[src/hsp_pkg.sv]
`default_nettype none
// ----------------------------------------------------------------------------
// hsp_pkg
// shared types, constants and helpers for the sphere point generator
// ----------------------------------------------------------------------------
package hsp_pkg;

    localparam int INDEX_BITS_DEF = 16;
    localparam int FRAC_BITS_DEF  = 16;
    localparam int CSUB_W         = 32;
    localparam int CORDIC_STEPS   = 16;
    localparam int CORDIC_W       = 34;
    localparam int ANGLE_W        = 33;
    localparam logic [15:0] GAIN_Q16     = 16'd39797;
    localparam logic [15:0] COUNT_RESET  = 16'd256;
    localparam logic [31:0] ROOT_ONE     = 32'h4000_0000;

    typedef enum logic [7:0] {
        S_IDLE = 8'b0000_0001,
        S_REM  = 8'b0000_0010,
        S_FRAC = 8'b0000_0100,
        S_SQR  = 8'b0000_1000,
        S_ROOT = 8'b0001_0000,
        S_GAIN = 8'b0010_0000,
        S_ROT  = 8'b0100_0000,
        S_DONE = 8'b1000_0000
    } t_state;

    typedef struct packed {
        logic       load;
        logic       step;
        logic [3:0] idx;
    } t_cordic_ctl;

    function automatic logic [31:0] atan_turn(input logic [3:0] i);
        logic [31:0] a;
        begin
            unique case (i)
                4'd0:  a = 32'h20000000;
                4'd1:  a = 32'h12E4051E;
                4'd2:  a = 32'h09FB385B;
                4'd3:  a = 32'h051111D4;
                4'd4:  a = 32'h028B0D43;
                4'd5:  a = 32'h0145D7E1;
                4'd6:  a = 32'h00A2F61E;
                4'd7:  a = 32'h00517C55;
                4'd8:  a = 32'h0028BE53;
                4'd9:  a = 32'h00145F2F;
                4'd10: a = 32'h000A2F98;
                4'd11: a = 32'h000517CC;
                4'd12: a = 32'h00028BE6;
                4'd13: a = 32'h000145F3;
                4'd14: a = 32'h0000A2FA;
                default: a = 32'h0000517D;
            endcase
            return a;
        end
    endfunction

    function automatic logic signed [15:0] sat16(input logic signed [18:0] a);
        begin
            if (a > 19'sd32767) begin
                return 16'sh7FFF;
            end else if (a < -19'sd32768) begin
                return 16'sh8000;
            end
            return a[15:0];
        end
    endfunction

endpackage
`default_nettype wire

[src/hsp_if.sv]
`default_nettype none
// ----------------------------------------------------------------------------
// hsp interfaces
// request, result and register write channels
// ----------------------------------------------------------------------------
interface hsp_in_if;
    logic valid;
    logic ready;
    logic restart;
    logic plane_mode;
    modport source (output valid, restart, plane_mode, input ready);
    modport sink   (input valid, restart, plane_mode, output ready);
endinterface

interface hsp_out_if;
    logic        valid;
    logic        ready;
    logic [15:0] coord_x;
    logic [15:0] coord_y;
    logic [15:0] coord_z;
    logic [15:0] plane_u;
    logic [15:0] plane_v;
    logic [15:0] point_number;
    modport source (output valid, coord_x, coord_y, coord_z, plane_u, plane_v,
                    point_number, input ready);
    modport sink   (input valid, coord_x, coord_y, coord_z, plane_u, plane_v,
                    point_number, output ready);
endinterface

interface hsp_cfg_if;
    logic        valid;
    logic        ready;
    logic [15:0] data;
    modport source (output valid, data, input ready);
    modport sink   (input valid, data, output ready);
endinterface
`default_nettype wire

[src/hsp_csub.sv]
`default_nettype none
// ----------------------------------------------------------------------------
// hsp_csub
// shared compare and subtract unit for remainder, fraction and root steps
// ----------------------------------------------------------------------------
module hsp_csub (
    input  wire logic [hsp_pkg::CSUB_W-1:0] i_a,
    input  wire logic [hsp_pkg::CSUB_W-1:0] i_b,
    output logic                            o_ge,
    output logic [hsp_pkg::CSUB_W-1:0]      o_diff
);
    logic [hsp_pkg::CSUB_W:0] w_sub;

    assign w_sub  = {1'b0, i_a} - {1'b0, i_b};
    assign o_ge   = ~w_sub[hsp_pkg::CSUB_W];
    assign o_diff = w_sub[hsp_pkg::CSUB_W-1:0];
endmodule
`default_nettype wire

[src/hsp_cordic.sv]
`default_nettype none
// ----------------------------------------------------------------------------
// hsp_cordic
// one rotation step per cycle while step is set, start vector scaled by gain compensation
// ----------------------------------------------------------------------------
module hsp_cordic (
    input  wire logic                                i_clk,
    input  wire hsp_pkg::t_cordic_ctl                i_ctl,
    input  wire logic [16:0]                         i_radius,
    input  wire logic [29:0]                         i_angle,
    output logic signed [hsp_pkg::CORDIC_W-1:0]      o_x,
    output logic signed [hsp_pkg::CORDIC_W-1:0]      o_y
);
    logic signed [hsp_pkg::CORDIC_W-1:0] r_x, r_y, n_x, n_y, w_dx, w_dy;
    logic signed [hsp_pkg::ANGLE_W-1:0]  r_r, n_r, w_at;
    logic [32:0]                         w_prod;

    assign w_prod = 33'(i_radius) * 33'(hsp_pkg::GAIN_Q16);
    assign w_dx   = r_y >>> i_ctl.idx;
    assign w_dy   = r_x >>> i_ctl.idx;
    assign w_at   = $signed({1'b0, hsp_pkg::atan_turn(i_ctl.idx)});

    always_comb begin
        n_x = r_x;
        n_y = r_y;
        n_r = r_r;
        if (i_ctl.load) begin
            n_x = $signed({1'b0, w_prod});
            n_y = '0;
            n_r = $signed({3'b000, i_angle});
        end else if (i_ctl.step) begin
            if (!r_r[hsp_pkg::ANGLE_W-1]) begin
                n_x = r_x - w_dx;
                n_y = r_y + w_dy;
                n_r = r_r - w_at;
            end else begin
                n_x = r_x + w_dx;
                n_y = r_y - w_dy;
                n_r = r_r + w_at;
            end
        end
    end

    always_ff @(posedge i_clk) begin
        r_x <= n_x;
        r_y <= n_y;
        r_r <= n_r;
    end

    assign o_x = r_x;
    assign o_y = r_y;
endmodule
`default_nettype wire

[src/hammersley_sphere_point_generator_unit.sv]
`default_nettype none
// ----------------------------------------------------------------------------
// hammersley_sphere_point_generator_unit
// base-2 hammersley points on the unit sphere or the unit square
// ----------------------------------------------------------------------------
// Each request beat makes one point from the stored index and then advances
// it. One compare-subtract unit runs the remainder, the azimuth fraction
// and, for a sphere point, the square root one bit per cycle; a sphere
// point then takes a sixteen-step rotation. One request is in work at a
// time; a finished point sits in the result register so the next request
// can start at once, but a point that finds that register still full waits
// in the done state until it is taken.
// ----------------------------------------------------------------------------
module hammersley_sphere_point_generator_unit #(
    parameter int INDEX_BITS = hsp_pkg::INDEX_BITS_DEF,
    parameter int FRAC_BITS  = hsp_pkg::FRAC_BITS_DEF
) (
    input  wire logic  i_clk,
    input  wire logic  i_rst_n,
    hsp_in_if.sink     i_in,
    hsp_cfg_if.sink    i_cfg,
    hsp_out_if.source  o_out
);
    hsp_pkg::t_state r_state, n_state;

    logic [INDEX_BITS-1:0] r_idx, r_k;
    logic [INDEX_BITS:0]   r_num;
    logic [15:0]           r_pc;
    logic                  r_plane;
    logic [5:0]            r_cnt;
    logic [17:0]           r_rem;
    logic [FRAC_BITS-1:0]  r_q;
    logic [31:0]           r_sa, r_root, r_bit;

    logic        r_ov;
    logic [15:0] r_ox, r_oy, r_oz, r_ou, r_ovv, r_opn;

    logic [16:0] w_d;
    logic [15:0] w_n;
    logic [hsp_pkg::CSUB_W-1:0] w_a, w_b, w_diff;
    logic        w_ge;
    logic        w_acc;

    logic [INDEX_BITS-1:0] w_rev;
    logic [15:0] w_u16, w_pn, w_v16;
    logic [31:0] w_phase;
    logic signed [15:0] w_z;
    logic signed [31:0] w_zz;

    hsp_pkg::t_cordic_ctl w_cctl;
    logic signed [hsp_pkg::CORDIC_W-1:0] w_cx, w_cy;
    logic signed [hsp_pkg::CORDIC_W-1:0] w_cr, w_sr;
    logic signed [18:0] w_c, w_s, w_fx, w_fy;

    always_comb begin
        for (int i = 0; i < INDEX_BITS; i++) begin
            w_rev[i] = r_k[INDEX_BITS-1-i];
        end
    end

    generate
        if (INDEX_BITS >= 16) begin : g_wide
            assign w_u16 = w_rev[INDEX_BITS-1 -: 16];
            assign w_pn  = r_k[15:0];
        end else begin : g_narrow
            assign w_u16 = {w_rev, {(16-INDEX_BITS){1'b0}}};
            assign w_pn  = {{(16-INDEX_BITS){1'b0}}, r_k};
        end
        if (FRAC_BITS == 32) begin : g_ph_full
            assign w_phase = r_q;
        end else begin : g_ph_part
            assign w_phase = {r_q, {(32-FRAC_BITS){1'b0}}};
        end
    endgenerate

    assign w_v16 = w_phase[31:16];
    assign w_z   = $signed({~w_u16[15], w_u16[14:0]});
    assign w_zz  = 32'(w_z) * 32'(w_z);
    assign w_n   = (r_pc == 16'd0) ? 16'd1 : r_pc;
    assign w_d   = {w_n, 1'b0};

    always_comb begin
        w_a = '0;
        w_b = hsp_pkg::CSUB_W'(w_d);
        unique case (r_state)
            hsp_pkg::S_REM:  w_a = hsp_pkg::CSUB_W'({r_rem[16:0], r_num[INDEX_BITS]});
            hsp_pkg::S_FRAC: w_a = hsp_pkg::CSUB_W'({r_rem[16:0], 1'b0});
            hsp_pkg::S_ROOT: begin
                w_a = r_sa;
                w_b = r_root + r_bit;
            end
            default: w_a = '0;
        endcase
    end

    hsp_csub u_csub (
        .i_a    (w_a),
        .i_b    (w_b),
        .o_ge   (w_ge),
        .o_diff (w_diff)
    );

    assign w_cctl.load = (r_state == hsp_pkg::S_GAIN);
    assign w_cctl.step = (r_state == hsp_pkg::S_ROT);
    assign w_cctl.idx  = 4'd15 - r_cnt[3:0];

    hsp_cordic u_cordic (
        .i_clk    (i_clk),
        .i_ctl    (w_cctl),
        .i_radius (r_root[16:0]),
        .i_angle  (w_phase[29:0]),
        .o_x      (w_cx),
        .o_y      (w_cy)
    );

    assign w_cr = (w_cx + 34'sd32768) >>> 16;
    assign w_sr = (w_cy + 34'sd32768) >>> 16;
    assign w_c  = w_cr[18:0];
    assign w_s  = w_sr[18:0];

    always_comb begin
        unique case (w_phase[31:30])
            2'd0: begin w_fx = w_c;  w_fy = w_s;  end
            2'd1: begin w_fx = -w_s; w_fy = w_c;  end
            2'd2: begin w_fx = -w_c; w_fy = -w_s; end
            default: begin w_fx = w_s; w_fy = -w_c; end
        endcase
    end

    assign w_acc       = i_in.valid && i_in.ready;
    assign i_in.ready  = (r_state == hsp_pkg::S_IDLE);
    assign i_cfg.ready = 1'b1;

    always_comb begin
        n_state = r_state;
        unique case (r_state)
            hsp_pkg::S_IDLE: if (w_acc) n_state = hsp_pkg::S_REM;
            hsp_pkg::S_REM:  if (r_cnt == 6'd0) n_state = hsp_pkg::S_FRAC;
            hsp_pkg::S_FRAC: begin
                if (r_cnt == 6'd0) n_state = r_plane ? hsp_pkg::S_DONE : hsp_pkg::S_SQR;
            end
            hsp_pkg::S_SQR:  n_state = hsp_pkg::S_ROOT;
            hsp_pkg::S_ROOT: if (r_cnt == 6'd0) n_state = hsp_pkg::S_GAIN;
            hsp_pkg::S_GAIN: n_state = hsp_pkg::S_ROT;
            hsp_pkg::S_ROT:  if (r_cnt == 6'd0) n_state = hsp_pkg::S_DONE;
            hsp_pkg::S_DONE: if (!r_ov || o_out.ready) n_state = hsp_pkg::S_IDLE;
            default:         n_state = hsp_pkg::S_IDLE;
        endcase
    end

    always_ff @(posedge i_clk) begin
        if (!i_rst_n) begin
            r_state <= hsp_pkg::S_IDLE;
            r_idx   <= '0;
            r_pc    <= hsp_pkg::COUNT_RESET;
            r_ov    <= 1'b0;
        end else begin
            r_state <= n_state;
            if (i_cfg.valid) begin
                r_pc <= i_cfg.data;
            end
            if (w_acc) begin
                r_idx <= (i_in.restart ? '0 : r_idx) + INDEX_BITS'(1);
            end
            if (r_state == hsp_pkg::S_DONE && (!r_ov || o_out.ready)) begin
                r_ov <= 1'b1;
            end else if (o_out.ready) begin
                r_ov <= 1'b0;
            end
        end
    end

    always_ff @(posedge i_clk) begin
        unique case (r_state)
            hsp_pkg::S_IDLE: begin
                r_k     <= i_in.restart ? '0 : r_idx;
                r_num   <= {(i_in.restart ? {INDEX_BITS{1'b0}} : r_idx), 1'b1};
                r_plane <= i_in.plane_mode;
                r_rem   <= '0;
                r_cnt   <= 6'(INDEX_BITS);
            end
            hsp_pkg::S_REM: begin
                r_num <= r_num << 1;
                r_rem <= w_ge ? w_diff[17:0] : w_a[17:0];
                r_cnt <= (r_cnt == 6'd0) ? 6'(FRAC_BITS - 1) : r_cnt - 6'd1;
            end
            hsp_pkg::S_FRAC: begin
                r_q   <= {r_q[FRAC_BITS-2:0], w_ge};
                r_rem <= w_ge ? w_diff[17:0] : w_a[17:0];
                r_cnt <= r_cnt - 6'd1;
            end
            hsp_pkg::S_SQR: begin
                r_sa   <= hsp_pkg::ROOT_ONE - 32'(w_zz);
                r_root <= '0;
                r_bit  <= hsp_pkg::ROOT_ONE;
                r_cnt  <= 6'd15;
            end
            hsp_pkg::S_ROOT: begin
                if (w_ge) begin
                    r_sa   <= w_diff;
                    r_root <= (r_root >> 1) + r_bit;
                end else begin
                    r_root <= r_root >> 1;
                end
                r_bit <= r_bit >> 2;
                r_cnt <= r_cnt - 6'd1;
            end
            hsp_pkg::S_GAIN: r_cnt <= 6'd15;
            hsp_pkg::S_ROT:  r_cnt <= r_cnt - 6'd1;
            hsp_pkg::S_DONE: begin
                if (!r_ov || o_out.ready) begin
                    r_ox  <= r_plane ? 16'd0 : hsp_pkg::sat16(w_fx);
                    r_oy  <= r_plane ? 16'd0 : hsp_pkg::sat16(w_fy);
                    r_oz  <= w_z;
                    r_ou  <= w_u16;
                    r_ovv <= w_v16;
                    r_opn <= w_pn;
                end
            end
            default: r_cnt <= r_cnt;
        endcase
    end

    assign o_out.valid        = r_ov;
    assign o_out.coord_x      = r_ox;
    assign o_out.coord_y      = r_oy;
    assign o_out.coord_z      = r_oz;
    assign o_out.plane_u      = r_ou;
    assign o_out.plane_v      = r_ovv;
    assign o_out.point_number = r_opn;
endmodule
`default_nettype wire

[src/flat_wrapper.sv]
// flat-port wrapper written by rule: the top's interface ports become plain ports
module hammersley_sphere_point_generator_unit_flat 
#(
    parameter int INDEX_BITS = hsp_pkg::INDEX_BITS_DEF,
    parameter int FRAC_BITS  = hsp_pkg::FRAC_BITS_DEF
)
  (i_clk, i_rst_n, i_in_valid, i_in_restart, i_in_plane_mode, i_in_ready, i_cfg_valid, i_cfg_data, i_cfg_ready, o_out_valid, o_out_coord_x, o_out_coord_y, o_out_coord_z, o_out_plane_u, o_out_plane_v, o_out_point_number, o_out_ready);
  hsp_in_if i_in_i ();
  hsp_cfg_if i_cfg_i ();
  hsp_out_if o_out_i ();
  input  wire logic i_clk;
  input  wire logic i_rst_n;
  input wire logic [$bits(i_in_i.valid)-1:0] i_in_valid;
  input wire logic [$bits(i_in_i.restart)-1:0] i_in_restart;
  input wire logic [$bits(i_in_i.plane_mode)-1:0] i_in_plane_mode;
  output wire logic [$bits(i_in_i.ready)-1:0] i_in_ready;
  input wire logic [$bits(i_cfg_i.valid)-1:0] i_cfg_valid;
  input wire logic [$bits(i_cfg_i.data)-1:0] i_cfg_data;
  output wire logic [$bits(i_cfg_i.ready)-1:0] i_cfg_ready;
  output wire logic [$bits(o_out_i.valid)-1:0] o_out_valid;
  output wire logic [$bits(o_out_i.coord_x)-1:0] o_out_coord_x;
  output wire logic [$bits(o_out_i.coord_y)-1:0] o_out_coord_y;
  output wire logic [$bits(o_out_i.coord_z)-1:0] o_out_coord_z;
  output wire logic [$bits(o_out_i.plane_u)-1:0] o_out_plane_u;
  output wire logic [$bits(o_out_i.plane_v)-1:0] o_out_plane_v;
  output wire logic [$bits(o_out_i.point_number)-1:0] o_out_point_number;
  input wire logic [$bits(o_out_i.ready)-1:0] o_out_ready;
  assign i_in_i.valid = i_in_valid;
  assign i_in_i.restart = i_in_restart;
  assign i_in_i.plane_mode = i_in_plane_mode;
  assign i_in_ready = i_in_i.ready;
  assign i_cfg_i.valid = i_cfg_valid;
  assign i_cfg_i.data = i_cfg_data;
  assign i_cfg_ready = i_cfg_i.ready;
  assign o_out_valid = o_out_i.valid;
  assign o_out_coord_x = o_out_i.coord_x;
  assign o_out_coord_y = o_out_i.coord_y;
  assign o_out_coord_z = o_out_i.coord_z;
  assign o_out_plane_u = o_out_i.plane_u;
  assign o_out_plane_v = o_out_i.plane_v;
  assign o_out_point_number = o_out_i.point_number;
  assign o_out_i.ready = o_out_ready;
  hammersley_sphere_point_generator_unit #(.INDEX_BITS(INDEX_BITS), .FRAC_BITS(FRAC_BITS)) u_core (.i_clk(i_clk), .i_rst_n(i_rst_n), .i_in(i_in_i), .i_cfg(i_cfg_i), .o_out(o_out_i));
endmodule
[config.mk]
export PLATFORM = sky130hd
export DESIGN_NAME = hammersley_sphere_point_generator_unit_flat
export DESIGN_NICKNAME = d
export VERILOG_FILES = /design/src/hsp_pkg.sv /design/src/hsp_if.sv /design/src/hsp_csub.sv /design/src/hsp_cordic.sv /design/src/hammersley_sphere_point_generator_unit.sv /design/src/flat_wrapper.sv
export SDC_FILE = /design/constraint.sdc
export NUM_CORES = 2
export LEC_CHECK = 0
export BUFFER_PORTS_ARGS = -buffer_cell sky130_fd_sc_hd__buf_2
export CORE_ASPECT_RATIO = 2
export CORE_UTILIZATION = 29
export CTS_CLUSTER_SIZE = 30
export DETAILED_ROUTE_END_ITERATION = 10
export PLACE_DENSITY = 0.54
export SLEW_MARGIN = 20
export SYNTH_ARGS = -nofsm -noshare
export SYNTH_HDL_FRONTEND = slang
export SYNTH_HIERARCHICAL = 1
export SYNTH_SLANG_ARGS = --single-unit
[constraint.sdc]
create_clock -name i_clk -period 9.7 [get_ports i_clk]
set_input_delay 0.97 -clock i_clk [delete_from_list [all_inputs] [get_ports i_clk]]
set_output_delay 0.97 -clock i_clk [all_outputs]
set_load 0.02 [all_outputs]
# Word-level counts from Yosys, hierarchy flattened
# Memories as Yosys holds them, arrays and structs flattened.
# Cells that the tools add are included.
word_totals:
  reg_bits: 407
  rom_bits: 480
  input_bits: 23
  output_inout_bits: 99
  elab_cells: 135
  memories: 1
memory_table:
  columns: ["memory", "words", "width", "read_ports", "rd_clocked_by_memory_dff", "wr", "line", "rtl"]
  rows:
  - ["(name not given)", 16, 30, 1, 0, 0, "hsp_pkg.sv:38", "unique case (i)"]
op_classes:
  n_addsub: 17
  n_mul: 2
  magnitude_cmp: 4
  n_eq_ne: 17
  shifts: 2
  n_mux: 47
  bitwise_logic: 2
  reduce_logical: 19
op_table:
  columns: ["op", "count"]
  rows:
  - ["32-bit case mux with 2 select lines", 3]
  - ["16-bit two-way mux", 8]
  - ["19-bit case mux with 3 select lines", 2]
  - ["33-bit two-way mux", 3]
  - ["32-bit two-way mux", 3]
  - ["32-bit case mux with 3 select lines", 1]
  - ["34-bit by 17-bit adder with 34-bit output, second input constant", 2]
  - ["34-bit adder", 2]
  - ["34-bit two-way mux", 2]
  - ["17-bit case mux with 2 select lines", 2]
  - ["34-bit by 4-bit >>> shifter with 34-bit output", 2]
  - ["34-bit subtractor", 2]
  - ["8-bit case mux with 8 select lines", 1]
  - ["30-bit two-way mux", 2]
  - ["8-bit two-way mux", 7]
  - ["19-bit by 16-bit > comparator with 1-bit output, second input constant", 2]
  - ["19-bit by 16-bit < comparator with 1-bit output, second input constant", 2]
  - ["18-bit negation with 19-bit output", 2]
  - ["33-bit adder", 1]
  - ["17-bit by 16-bit multiplier with 33-bit output, second input constant", 1]
  - ["32-bit by 32-bit subtractor with 33-bit output", 1]
  - ["33-bit subtractor", 1]
  - ["31-bit by 32-bit adder with 32-bit output", 1]
  - ["32-bit adder", 1]
  - ["other kinds (34)", 56]

# Logic depth before layout (Yosys ltp)
logic_depth:
  depth_word: 9
  depth_mapped: 30

# Cells and area by module
# The synthesis kept the hierarchy.
modules_own_cells:
  columns: ["module", "instances", "cells_per_inst", "area_each_um2"]
  rows:
  - ["hammersley_sphere_point_generator_unit", 1, 2698, 25558.3]
  - ["hsp_cordic", 1, 2465, 20594.8]
  - ["hsp_csub", 1, 276, 1914.3]

# Least setup slack after synthesis
# Ideal clock, no wire load.
synth_path:
  kind: "register to register"
  startpoint: "reg u_core.r_state[3]"
  endpoint: "reg u_core.r_sa[0], enable pin"
  arrival_time_ps: 6621
  setup_slack_ps: 2689
  stages_incl_launch_ff: 22
  n_path_buf: 5
  cell_sequence: "dfxtp_1 -> nor4_1 -> nand2_1 -> nor3b_1 -> nand2b_1 -> clkbuf_1 -> clkbuf_1 -> a22o_1 -> inv_1 -> fa_1 -> nor2b_1 -> o21ai_1 -> a21oi_2 -> a21oi_4 -> o31ai_2 -> a31oi_1 -> o21ai_0 -> clkbuf_1 -> clkbuf_1 -> clkbuf_1 -> nand2_1 -> nand2_1"
synth_via:
  elab_chain_len: 5
synth_lines:
  columns: ["item", "line", "rtl"]
  rows:
  - ["from (decl)", "hammersley_sphere_point_generator_unit.sv:24", "hsp_pkg::t_state r_state, n_state;"]
  - ["from (signal assigned)", "hammersley_sphere_point_generator_unit.sv:153", "r_state <= hsp_pkg::S_IDLE;"]
  - ["from (signal assigned)", "hammersley_sphere_point_generator_unit.sv:158", "r_state <= n_state;"]
  - ["8-bit by 5-bit equality test with 1-bit output (tied with other cells)", "hammersley_sphere_point_generator_unit.sv:85", "unique case (r_state)"]
  - ["32-bit case mux with 3 select lines (*)", "hammersley_sphere_point_generator_unit.sv:85", null]
  - ["via u_core.w_a, one bit", "hammersley_sphere_point_generator_unit.sv:40", "logic [hsp_pkg::CSUB_W-1:0] w_a, w_b, w_diff;"]
  - ["32-bit by 32-bit subtractor with 33-bit output (*)", "hsp_csub.sv:14", "assign w_sub = {1'b0, i_a} - {1'b0, i_b};"]
  - ["2-bit != test (no line) (*)", null, null]
  - ["2-bit AND reduction (no line) (*)", null, null]
  - ["to (signal assigned)", "hammersley_sphere_point_generator_unit.sv:193", "r_sa <= hsp_pkg::ROOT_ONE - 32'(w_zz);"]
  - ["to (signal assigned)", "hammersley_sphere_point_generator_unit.sv:200", "r_sa <= w_diff;"]
  - ["to (decl)", "hammersley_sphere_point_generator_unit.sv:33", "logic [31:0] r_sa, r_root, r_bit;"]
# The timed path passes the listed nets; every way through them passes the cells marked *.
# A chain may end at the register's enable or synchronous reset.

# Final worst setup path
layout_path:
  startpoint: "reg u_core.r_root[7]"
  endpoint: "reg u_core.u_cordic.r_x (netlist bit u_core/u_cordic/o_x[31]), data pin"
layout_via:
  elab_chain_len: 2
layout_lines:
  columns: ["item", "line", "rtl"]
  rows:
  - ["from (decl)", "hammersley_sphere_point_generator_unit.sv:33", null]
  - ["from (signal assigned)", "hammersley_sphere_point_generator_unit.sv:201", "r_root <= (r_root >> 1) + r_bit;"]
  - ["from (signal assigned)", "hammersley_sphere_point_generator_unit.sv:203", "r_root <= r_root >> 1;"]
  - ["17-bit by 16-bit multiplier with 33-bit output", "hsp_cordic.sv:18", "assign w_prod = 33'(i_radius) * 33'(hsp_pkg::GAIN_Q16);"]
  - ["33-bit two-way mux", "hsp_cordic.sv:27", "if (i_ctl.load) begin"]
  - ["via u_core.u_cordic.n_x, one bit", "hsp_cordic.sv:14", "logic signed [hsp_pkg::CORDIC_W-1:0] r_x, r_y, n_x, n_y, w_dx, w_dy;"]
  - ["to (signal assigned)", "hsp_cordic.sv:45", "r_x <= n_x;"]
  - ["to (decl)", "hsp_cordic.sv:14", null]
# The timed path passes the listed nets, and every way through them passes these cells.

==> flow_metrics.env <==
export IMPL_critical_path_required_ns=10.07
export IMPL_setup_worst_path_class="reg2reg"
export IMPL_fin_ws_ns=1.961
export IMPL_synth_mux_area_share_pct=6.687
export IMPL_postSynthRegisterBits=360
export IMPL_die_y_um=577.8
export IMPL_first_global_vias=41360
export IMPL_critical_path_reg2reg_endpoint="u_core/u_cordic/o_x[31]$_DFFE_PP_"
export IMPL_grt_start_max_net_pins=149
export IMPL_slowest_cell_on_crit_path="o41ai_1"
export IMPL_post_route_drc_count=0
export IMPL_dpl_hpwl_um=125000
export IMPL_tritoncts_num_sinks=360
export IMPL_yosysWarnings=6
export IMPL_clock_tree_htree_level_count=2
export IMPL_timing_critical_path_cells="inv_1 > fa_1 > fa_1 > inv_1 > fa_1 > inv_1 > fa_1 > inv_1 > fa_1 > inv_1 > fa_1 > inv_1 > ha_1 > a2111oi_0 > nor3_1 > o41ai_1 > a21oi_1 > a221o_1 > and3_1 > a211o_1"
export IMPL_clock_root_buffer="clkbuf_16"
export IMPL_wl_um=156100
export IMPL_final_hold_viol_count=0
export IMPL_clock_insertion_delay_worst_skew_ns=0.63
export IMPL_number_of_antenna_violations_at_the_first_check_in_global_routing=3
export IMPL_initial_core_util_pct=29.13
export IMPL_fin_crit_ns=7.739
export IMPL_core_area_um2=165000
export IMPL_worst_hold_startpoint="u_core/r_idx[1]$_SDFFE_PN0P_"
export IMPL_arrival_ns=8.11
export IMPL_drtIter0Drc=2105
export IMPL_floorplan_io_pins=122
export IMPL_worst_r2r_path_depth=20
export IMPL_worstHoldEndpoint="u_core/r_idx[1]$_SDFFE_PN0P_"
export IMPL_post_cts_repair_setup_buffers=0
export IMPL_dp_slack_ns=2.055
export IMPL_synth_enable_flop_cells=281
export IMPL_synth_area_per_cell_um2=8.838
export IMPL_synth_simple_gate_area_share_pct=15.82
export IMPL_worstReg2RegStart="u_core/r_root[7]$_SDFFCE_PN0P_"
export IMPL_final_antenna_net_count=0
export IMPL_setup_viol=0
export IMPL_path_max_fanout=12
export IMPL_setup_slack_of_the_most_critical_reg_to_reg_path_ns=1.96
export IMPL_slew_headroom_pct=23.95
export IMPL_fp_dieW_um=289.9
export IMPL_timing_worst_slew_pin_value_ns=1.112
export IMPL_gp_congestion=0.9868
export IMPL_design_final_nets=6216
export IMPL_drt_pass1_iter_count=6
export IMPL_yosys_area_share_adder_pct=25.64
export IMPL_utilization_pct=31.59
export IMPL_via_per_inst=5.211
export IMPL_final_layout_size_suffix_gt1_share_pct=8.688
export IMPL_synth_top_family_by_area="adder cells"
export IMPL_vias=39540
export IMPL_setup_tns_ns=0
export IMPL_worstHoldPathType="reg2reg"
export IMPL_run_status="completed"
export IMPL_area_delta_synth_final_pct=8.444
export IMPL_netlist_area_um2=48070
export IMPL_hold_buffers=0
export IMPL_max_freq_mhz=129.2
export IMPL_synth_compound_area_share_pct=16.30
export IMPL_synth_cells=5439
export IMPL_synthDistinctLibCells=117
export IMPL_timing_clock_skew_ns=0.03270
export IMPL_yosys_most_used_dff="edfxtp_1"
export IMPL_ctsResizeCount=0
export IMPL_final_min_period_over_clock_period_pct=79.78
export IMPL_synth_async_sr_flop_share_pct=0
export IMPL_wl_per_cell_um=20.58
export IMPL_rows=211
export IMPL_yosys_area_share_xor_xnor_pct=6.750
export IMPL_maxSlewViolCount=0
export IMPL_worst_path_largest_cell_delay_ns=0.81
export IMPL_cp_num_buf_inv=6
export IMPL_element_type_at_the_critical_path_end="flop"
export IMPL_cts_tree="built"
export IMPL_rsz_0062_raised_after_global_routing="no"
export IMPL_globalRoute_totalOverflow=0
export IMPL_number_of_buffers_between_clock_root_and_the_deepest_sink=3
export IMPL_worst_setup_path_start_kind="flop"
export IMPL_port_buffers=120
export IMPL_grt_pass1_wl_um=236300
export IMPL_yosysSeqAreaShare_pct=20.84
export IMPL_globalRouteTotalUtil_pct=18.30
export IMPL_timing_critical_path_max_delay_family="adder cells"
export IMPL_drv_max_cap_violation_count=0
export IMPL_clk_pin_slew_ns=0.06
export IMPL_design_die_area_um2=167500
export IMPL_cts_made_buffers=42
export IMPL_min_delay_path_depth=2
-- synth_stat cells, drive strengths merged, types with 26 or more instances --
| library cell | count | area (um2) |
|---|---|---|
| or3 | 26 | 162.7 |
| nand2b | 64 | 400.4 |
| and2 | 99 | 619.4 |
| nand4 | 41 | 262.8 |
| xnor2 | 207 | 1821 |
| o21bai | 36 | 270.3 |
| and3 | 51 | 320.3 |
| o21ai | 290 | 1500 |
| o211ai | 35 | 262.8 |
| nor2b | 76 | 475.5 |
| a21oi | 302 | 1526 |
| ha | 409 | 5117 |
| mux2i | 114 | 1154 |
| o21a | 36 | 270.3 |
| dfxtp | 79 | 1582 |
| buf | 116 | 699.4 |
| xor2 | 160 | 1401 |
| edfxtp | 281 | 8438 |
| a31oi | 73 | 462.9 |
| inv | 675 | 2534 |
| fa | 360 | 7207 |
| mux4 | 65 | 1486 |
| clkbuf | 151 | 576.8 |
| a21o | 75 | 571.8 |
| nor4 | 35 | 225.2 |
| nor2 | 364 | 1366 |
| a211oi | 56 | 437.9 |
| nand3 | 93 | 470.5 |
| mux2 | 50 | 574.3 |
| nand2 | 550 | 2069 |
| nor3 | 76 | 385.4 |
-- worst max path at each step --
stage,from,to,slack (ns),cells past startpoint
2_1_floorplan,u_core/r_state[3]$_SDFFE_PN0P_,u_core/r_sa[0]$_DFFE_PP_,2.69,21
3_3_place_gp,u_core/r_k[0]$_DFFE_PP_,u_core/r_sa[31]$_DFFE_PP_,2.15,23
3_5_place_dp,u_core/r_root[7]$_SDFFCE_PN0P_,u_core/u_cordic/o_x[31]$_DFFE_PP_,2.05,20
4_1_cts,u_core/r_root[7]$_SDFFCE_PN0P_,u_core/u_cordic/o_x[31]$_DFFE_PP_,2.06,20
5_1_grt,u_core/r_root[7]$_SDFFCE_PN0P_,u_core/u_cordic/o_x[31]$_DFFE_PP_,1.65,20
6_report,u_core/r_root[7]$_SDFFCE_PN0P_,u_core/u_cordic/o_x[31]$_DFFE_PP_,1.96,20
-- cell type report --
cell class | count | area [um2]
Timing Repair Buffer | 193 | 1186
Clock inverter | 22 | 200.2
Antenna cell | 2 | 5.005
Clock buffer | 54 | 1160
Tap cell | 2130 | 2665
Inverter | 678 | 2555
Sequential cell | 360 | 10020
Fill cell | 17190 | 112900
Multi-Input combinational cell | 4149 | 34330
-- layout by cell type, fill, tap and decap left out, types with 47 or more instances in the layout --
master and count:
xnor2_1 206, xor2_1 159, inv_1 666, and3_1 50, nor2b_1 75, nand2b_1 64
ha_1 409, buf_2 120, mux2_2 47, nand2_1 547, buf_4 70, a211oi_1 54
and2_1 98, mux4_2 59, edfxtp_1 281, nor3_1 75, fa_1 360, o21ai_0 274
a21o_1 73, dfxtp_1 78, mux2i_1 113, a31oi_1 72, nand3_1 92, nor2_1 364
a21oi_1 300
-- per-layer routing --
metal / routed length [um] / track usage [%]
met5: 10 / 0
met2: 87750 / 37.47
met3: 4576 / 1.676
met1: 51060 / 16.11
met4: 12730 / 13.98
-- registers in the layout (all words and copies together), names as in the netlist, 17 cells and up --
register / flops
u_core/r_root: 32
u_core/u_cordic/o_x: 34
u_core/r_num: 17
u_core/r_rem: 17
u_core/u_cordic/r_r: 33
u_core/u_cordic/o_y: 34
u_core/r_sa: 32
-- logic make-up (layout without fill, tap and decap cells) --
logic type | after synthesis | after routing
simple gates | 1581 | 1581
compound gates | 1185 | 1185
buf+inv | 945 | 947
fa+ha+maj | 769 | 769
xor+xnor | 368 | 368
flops | 360 | 360
mux | 229 | 229
other cells | 2 | 19
-- metrics by stage --
step / std cells / hold WS (ns) / instance area (um2)
floorplan: 5454 / 0.4244 / 48120
global placement: 7509 / 0.4462 / 50730
detailed placement: 7509 / 0.4565 / 50740
CTS: 7585 / 0.4641 / 52100
global route: 7587 / 0.4830 / 52120
finish: 7588 / 0.4611 / 52130
-- worst min-delay path, delay by kind of cell (launching register included) --
kind            cells  cell delay, ns
compound gates      1            0.06
simple gates        1            0.05
flops               1            0.30
Power is left out: the tool's default activity adds up to more than one toggle a clock period on the data nets, which glitch-free logic cannot reach.
